**config.mk**
```make
export PLATFORM = sky130hd
export DESIGN_NAME = kgf_ram
export DESIGN_NICKNAME = d
export VERILOG_FILES = /design/src/rtl/core/kgf_ram.sv
export SDC_FILE = /design/constraint.sdc
export NUM_CORES = 2
export LEC_CHECK = 0
export ABC_AREA = 0
export BUFFER_PORTS_ARGS = -buffer_cell sky130_fd_sc_hd__buf_2
export CAP_MARGIN = 20
export CORE_MARGIN = 2
export CORE_UTILIZATION = 40
export DETAILED_ROUTE_END_ITERATION = 8
export HOLD_SLACK_MARGIN = 0.15
export SYNTH_ARGS = -nofsm -noshare
export SYNTH_HDL_FRONTEND = slang
export SYNTH_SLANG_ARGS = --single-unit
```
**constraint.sdc**
```tcl
create_clock -name clk -period 2.37 [get_ports clk]
set_input_delay 0.1185 -clock clk [delete_from_list [all_inputs] [get_ports clk]]
set_output_delay 0.1185 -clock clk [all_outputs]
set_load 0.005 [all_outputs]
```
**src/rtl/core/kgf_ram.sv**
```systemverilog
// Generic single-port RAM with registered read.
module kgf_ram #(
    parameter int unsigned DATA_W = 8,
    parameter int unsigned DEPTH  = 256,
    localparam int unsigned ADDR_W = $clog2(DEPTH)
) (
    input  logic              clk,
    input  logic              we,
    input  logic [ADDR_W-1:0] addr,
    input  logic [DATA_W-1:0] wdata,
    output logic [DATA_W-1:0] rdata
);
    logic [DATA_W-1:0] mem [DEPTH];

    always_ff @(posedge clk)
    begin
        if (we)
        begin
            mem[addr] <= wdata;
        end
        rdata <= mem[addr];
    end
endmodule

```
# Word-level counts from Yosys, hierarchy flattened
# Memory sizes are Yosys's and may differ from the RTL's. A register that Yosys moved wholly into a read port is not among the register bits.
# Index checks and enable logic that the tools add are counted.
dict set report totals {
  in_bits 18
  ram_bits 2048
  n_memories 1
  word_cells 3
  register_bits 0
}
dict set report op_classes {
  mux 2
}
# name depth width read_ports rd_ports_with_merged_regs wr line_no
set memory_table {}
lappend memory_table {mem 256 8 1 1 1 13} ;# logic [DATA_W-1:0] mem [DEPTH];
# operator count
set ops {}
lappend ops {{$mux W1} 2}

# Logic depth before layout (Yosys ltp)
dict set report logic_depth {
  ltp_word 2
  mapped_depth 10
  mapped_depth_nobuf 5
}

# Worst setup path after synthesis
# Ideal clock, no wire load.
dict set report synth_path {
  path_type {input port to flip-flop}
  from {input port addr[1]}
  to {memory mem[111][0], enable pin}
  arrival_ns 1.967
  slack_ns 0.033
  cell_stages 9
  required_time_ns 2.000
  path_cell_list {buf_2 > clkbuf_1 > clkbuf_1 > nand2_1 > buf_2 > nor2_1 > nand2_1 > clkbuf_1 > nor2_1}
}
# item line_no
set synth_rtl {}
lappend synth_rtl {{from (decl)} 9} ;# input logic [ADDR_W-1:0] addr,
lappend synth_rtl {{to (decl)} 13}
# Straight into the memory's write port.

==> out/metrics.cfg <==
[outcome]
status=finished clean

[clocking]
numCtsBuffers=203
clock_latency_ns=0.83
path_clk_slew_ns=0.06
cts.sinks=2056
clockBufferDepth=3
post_cts_buffers=0
root_buffer=clkbuf_16
htreeDepth=4
tritoncts=built

[power_and_ir_drop]
finalPower_mw=75.8
pwr-share-clk_pct=41.8
p_sw_mw=16.1
ir_drop_v=0.000778
p_leak_nw=29.8
p_sw_share_pct=21.2
seqPwrFrac_pct=53.0
combinationalPowerShare_pct=5.2
power.internal_mw=59.7
cellPowerDensity_mw_per_mm2=807

[critical_path]
max_stage_delay_ns=0.50
critPathSlowestCell=mux4_2
path_delay_family=compound AO/OA/AOI/OAI gates
required_ns=3.06
crit_fanout=1
worst-path-stages=6
cp_data_arrival_time_ns=3.04
cp_cell_sequence=mux4_2 -> a22oi_1 -> a21oi_2 -> o41ai_1 -> buf_4 -> nand4_1
cp-start-kind=flop
worst_setup_path_end_kind=flop
ff2ff_path_depth=6
critPathBufInv=1
critical_path_class=reg -> reg

[logic_synthesis]
yosysTopAreaCellShare_pct=78.3
netlist_top_cells_count=edfxtp_1 (2,048), mux4_2 (512), a22oi_1 (256), nor2_1 (232), clkbuf_1 (145)
syn_area_per_cell_um2=22.1
seq_area_frac_synth_pct=78.6
synth-simple-area-share_pct=1.73
synth_xor_area_share_pct=0
ys.flop_type=edfxtp_1
synth_mux_area_share_pct=14.7
yosys.area.top_type=edfxtp_1
synth_top_family_by_area=multiplexers
synth_edf_count=2048
synth_area_leaders=edfxtp_1 (78%), mux4_2 (15%), a22oi_1 (2.4%), nor2_1 (1.1%), a21oi_1 (0.82%)
syn_area_mm2=0.0785
syn_nets=3565
yosys_warnings=0
synth_most_common_cell=edfxtp_1
synth-seq-cells=2056
async_flop_share_pct=0
netlist_instances=3547
yosysUniqueCellTypes=22
synth_compound_area_share_pct=3.62
synthAdderAreaFrac_pct=0

[cells_and_area]
final_cell_count_no_fill=7014
fin_nets=4231
layout-drive-gt1-share_pct=34.1
syn_to_final_growth_pct=19.6
fin_area_mm2=0.0939
fillCellCount=15972

[routing]
drt_iter0_drc=4572
wirelength_um=197000
ant_nets=0
drt_pass1_iterations=6
viasPerCell=5.64
drcViolationCount=0
vias=39557
avgRoutedWirePerCell_um=28.0

[sta]
tns_ns=0
finClkSkew_ns=0.0464
slew_headroom_pct=50.5
period_share_pct=99.3
tightestPinTransition_ns=0.742
max_freq_mhz=425
finalMaxSlewViolations=0
hold_violations=0
fin_crit_ns=2.35
hold_ws_ns=0.227
setup-violations-final=0

[floorplan]
core_area_mm2=0.195
die_y_um=447
die_x_um=447
initial_core_util_pct=40.3
num_io_pins=26
die_area_mm2=0.200
rows=162

[placement]
portBuffers=25
dpl-instance-area_mm2=0.0870
dp_cells=6616
dp_hpwl_um=127000
routabilityCongestion=0.849

[grt]
grt_start_max_net_pins=102
grt_pass1_wl_um=284000
antenna_found_initial=7
overflow=0
grt_usage_pct=19.7
first_global_vias=40007

[hold_path]
hold_path_depth=2
min_path_type=in -> reg

[job]
cap_violations=0

-- layout by cell type, fill, tap and decap left out, drive strengths merged --
cell type,instances
or2,2
diode,3
a21oi,128
edfxtp,2048
buf,677
dfxtp,8
nand2,28
clkinv,90
dlygate4sd3,16
nor3,30
mux4,512
nand3,13
nand4,8
clkinvlp,9
bufinv,19
o41ai,32
nor2b,7
and2,3
or3,1
inv,9
clkbuf,253
a22oi,256
nor2,232
nand2b,6
-- state kept, by name, indices dropped and copies added, names as in the netlist --
signal  cells
mem      2048
rdata       8
-- logic make-up after synthesis --
| kind of cell | Yosys count |
|---|---|
| AND/OR/NAND/NOR | 330 |
| AO/OA/AOI/OAI | 416 |
| flip-flops | 2056 |
| multiplexers | 512 |
| buffers and inverters | 233 |
-- per-stage QoR --
| step | setup WS (ns) | util (%) |
|---|---|---|
| floorplan | 0.0328 | - |
| CTS | 0.00609 | 48.1 |
| detailed placement | -0.845 | 44.6 |
| global route | -0.0230 | 48.1 |
| finish | 0.0178 | 48.1 |
| global placement | -0.861 | 44.6 |
-- path summary, 6_finish.rpt --
path	from	to	slack (ns)
max	mem[243][0]$_DFFE_PP_	rdata[0]$_DFF_P_	0.02
min	wdata[6]	mem[36][6]$_DFFE_PP_	0.23
max reg2reg	mem[243][0]$_DFFE_PP_	rdata[0]$_DFF_P_	0.02
min reg2reg	mem[203][1]$_DFFE_PP_	rdata[1]$_DFF_P_	0.93
-- final cells by class --
class                           instances  area (µm²)  share of cell area (%)
Timing Repair Buffer                  693        6430                    6.85
Clock buffer                          253        5310                    5.66
Multi-Input combinational cell       1258       15900                    17.0
Antenna cell                            3        7.51                 0.00800
Clock inverter                        126        1260                    1.34
Tap cell                             2624        3280                    3.50
Sequential cell                      2056       61700                    65.7
Inverter                                1        3.75                 0.00400
-- routing by layer --
metal  share of wire, %  up-vias  wire length [µm]  GRT usage (%)
met5              0.013        -                25              0
li1                   -    16434                 -              -
met3                6.8      270             13400           3.18
met1                 42    21393             83000           28.2
met4                2.3        4              4540           5.20
met2                 49     1456             95500           31.6
-- timing repair --
| action | 4_1_cts | 5_1_grt |
|---|---|---|
| setup endpoints to repair | 5 | 7 |
| gates resized for setup | 11 | 9 |
| hold buffers | 16 | 0 |
| pin swaps | 1 | 3 |
| endpoints found under the hold margin | 2178 | 0 |
-- power groups by stage --
stage / Clock [mW] / Combinational, mW / Sequential, mW
after floorplan: 0 / 1.78 / 40.9
after global placement: 0 / 3.87 / 40.9
after detailed placement: 0 / 3.92 / 40.9
after CTS: 32.3 / 3.97 / 40.1
after global routing: 33.7 / 4.15 / 40.1
final: 31.7 / 3.93 / 40.1
Note: power is estimated with default switching activity, not from simulation.
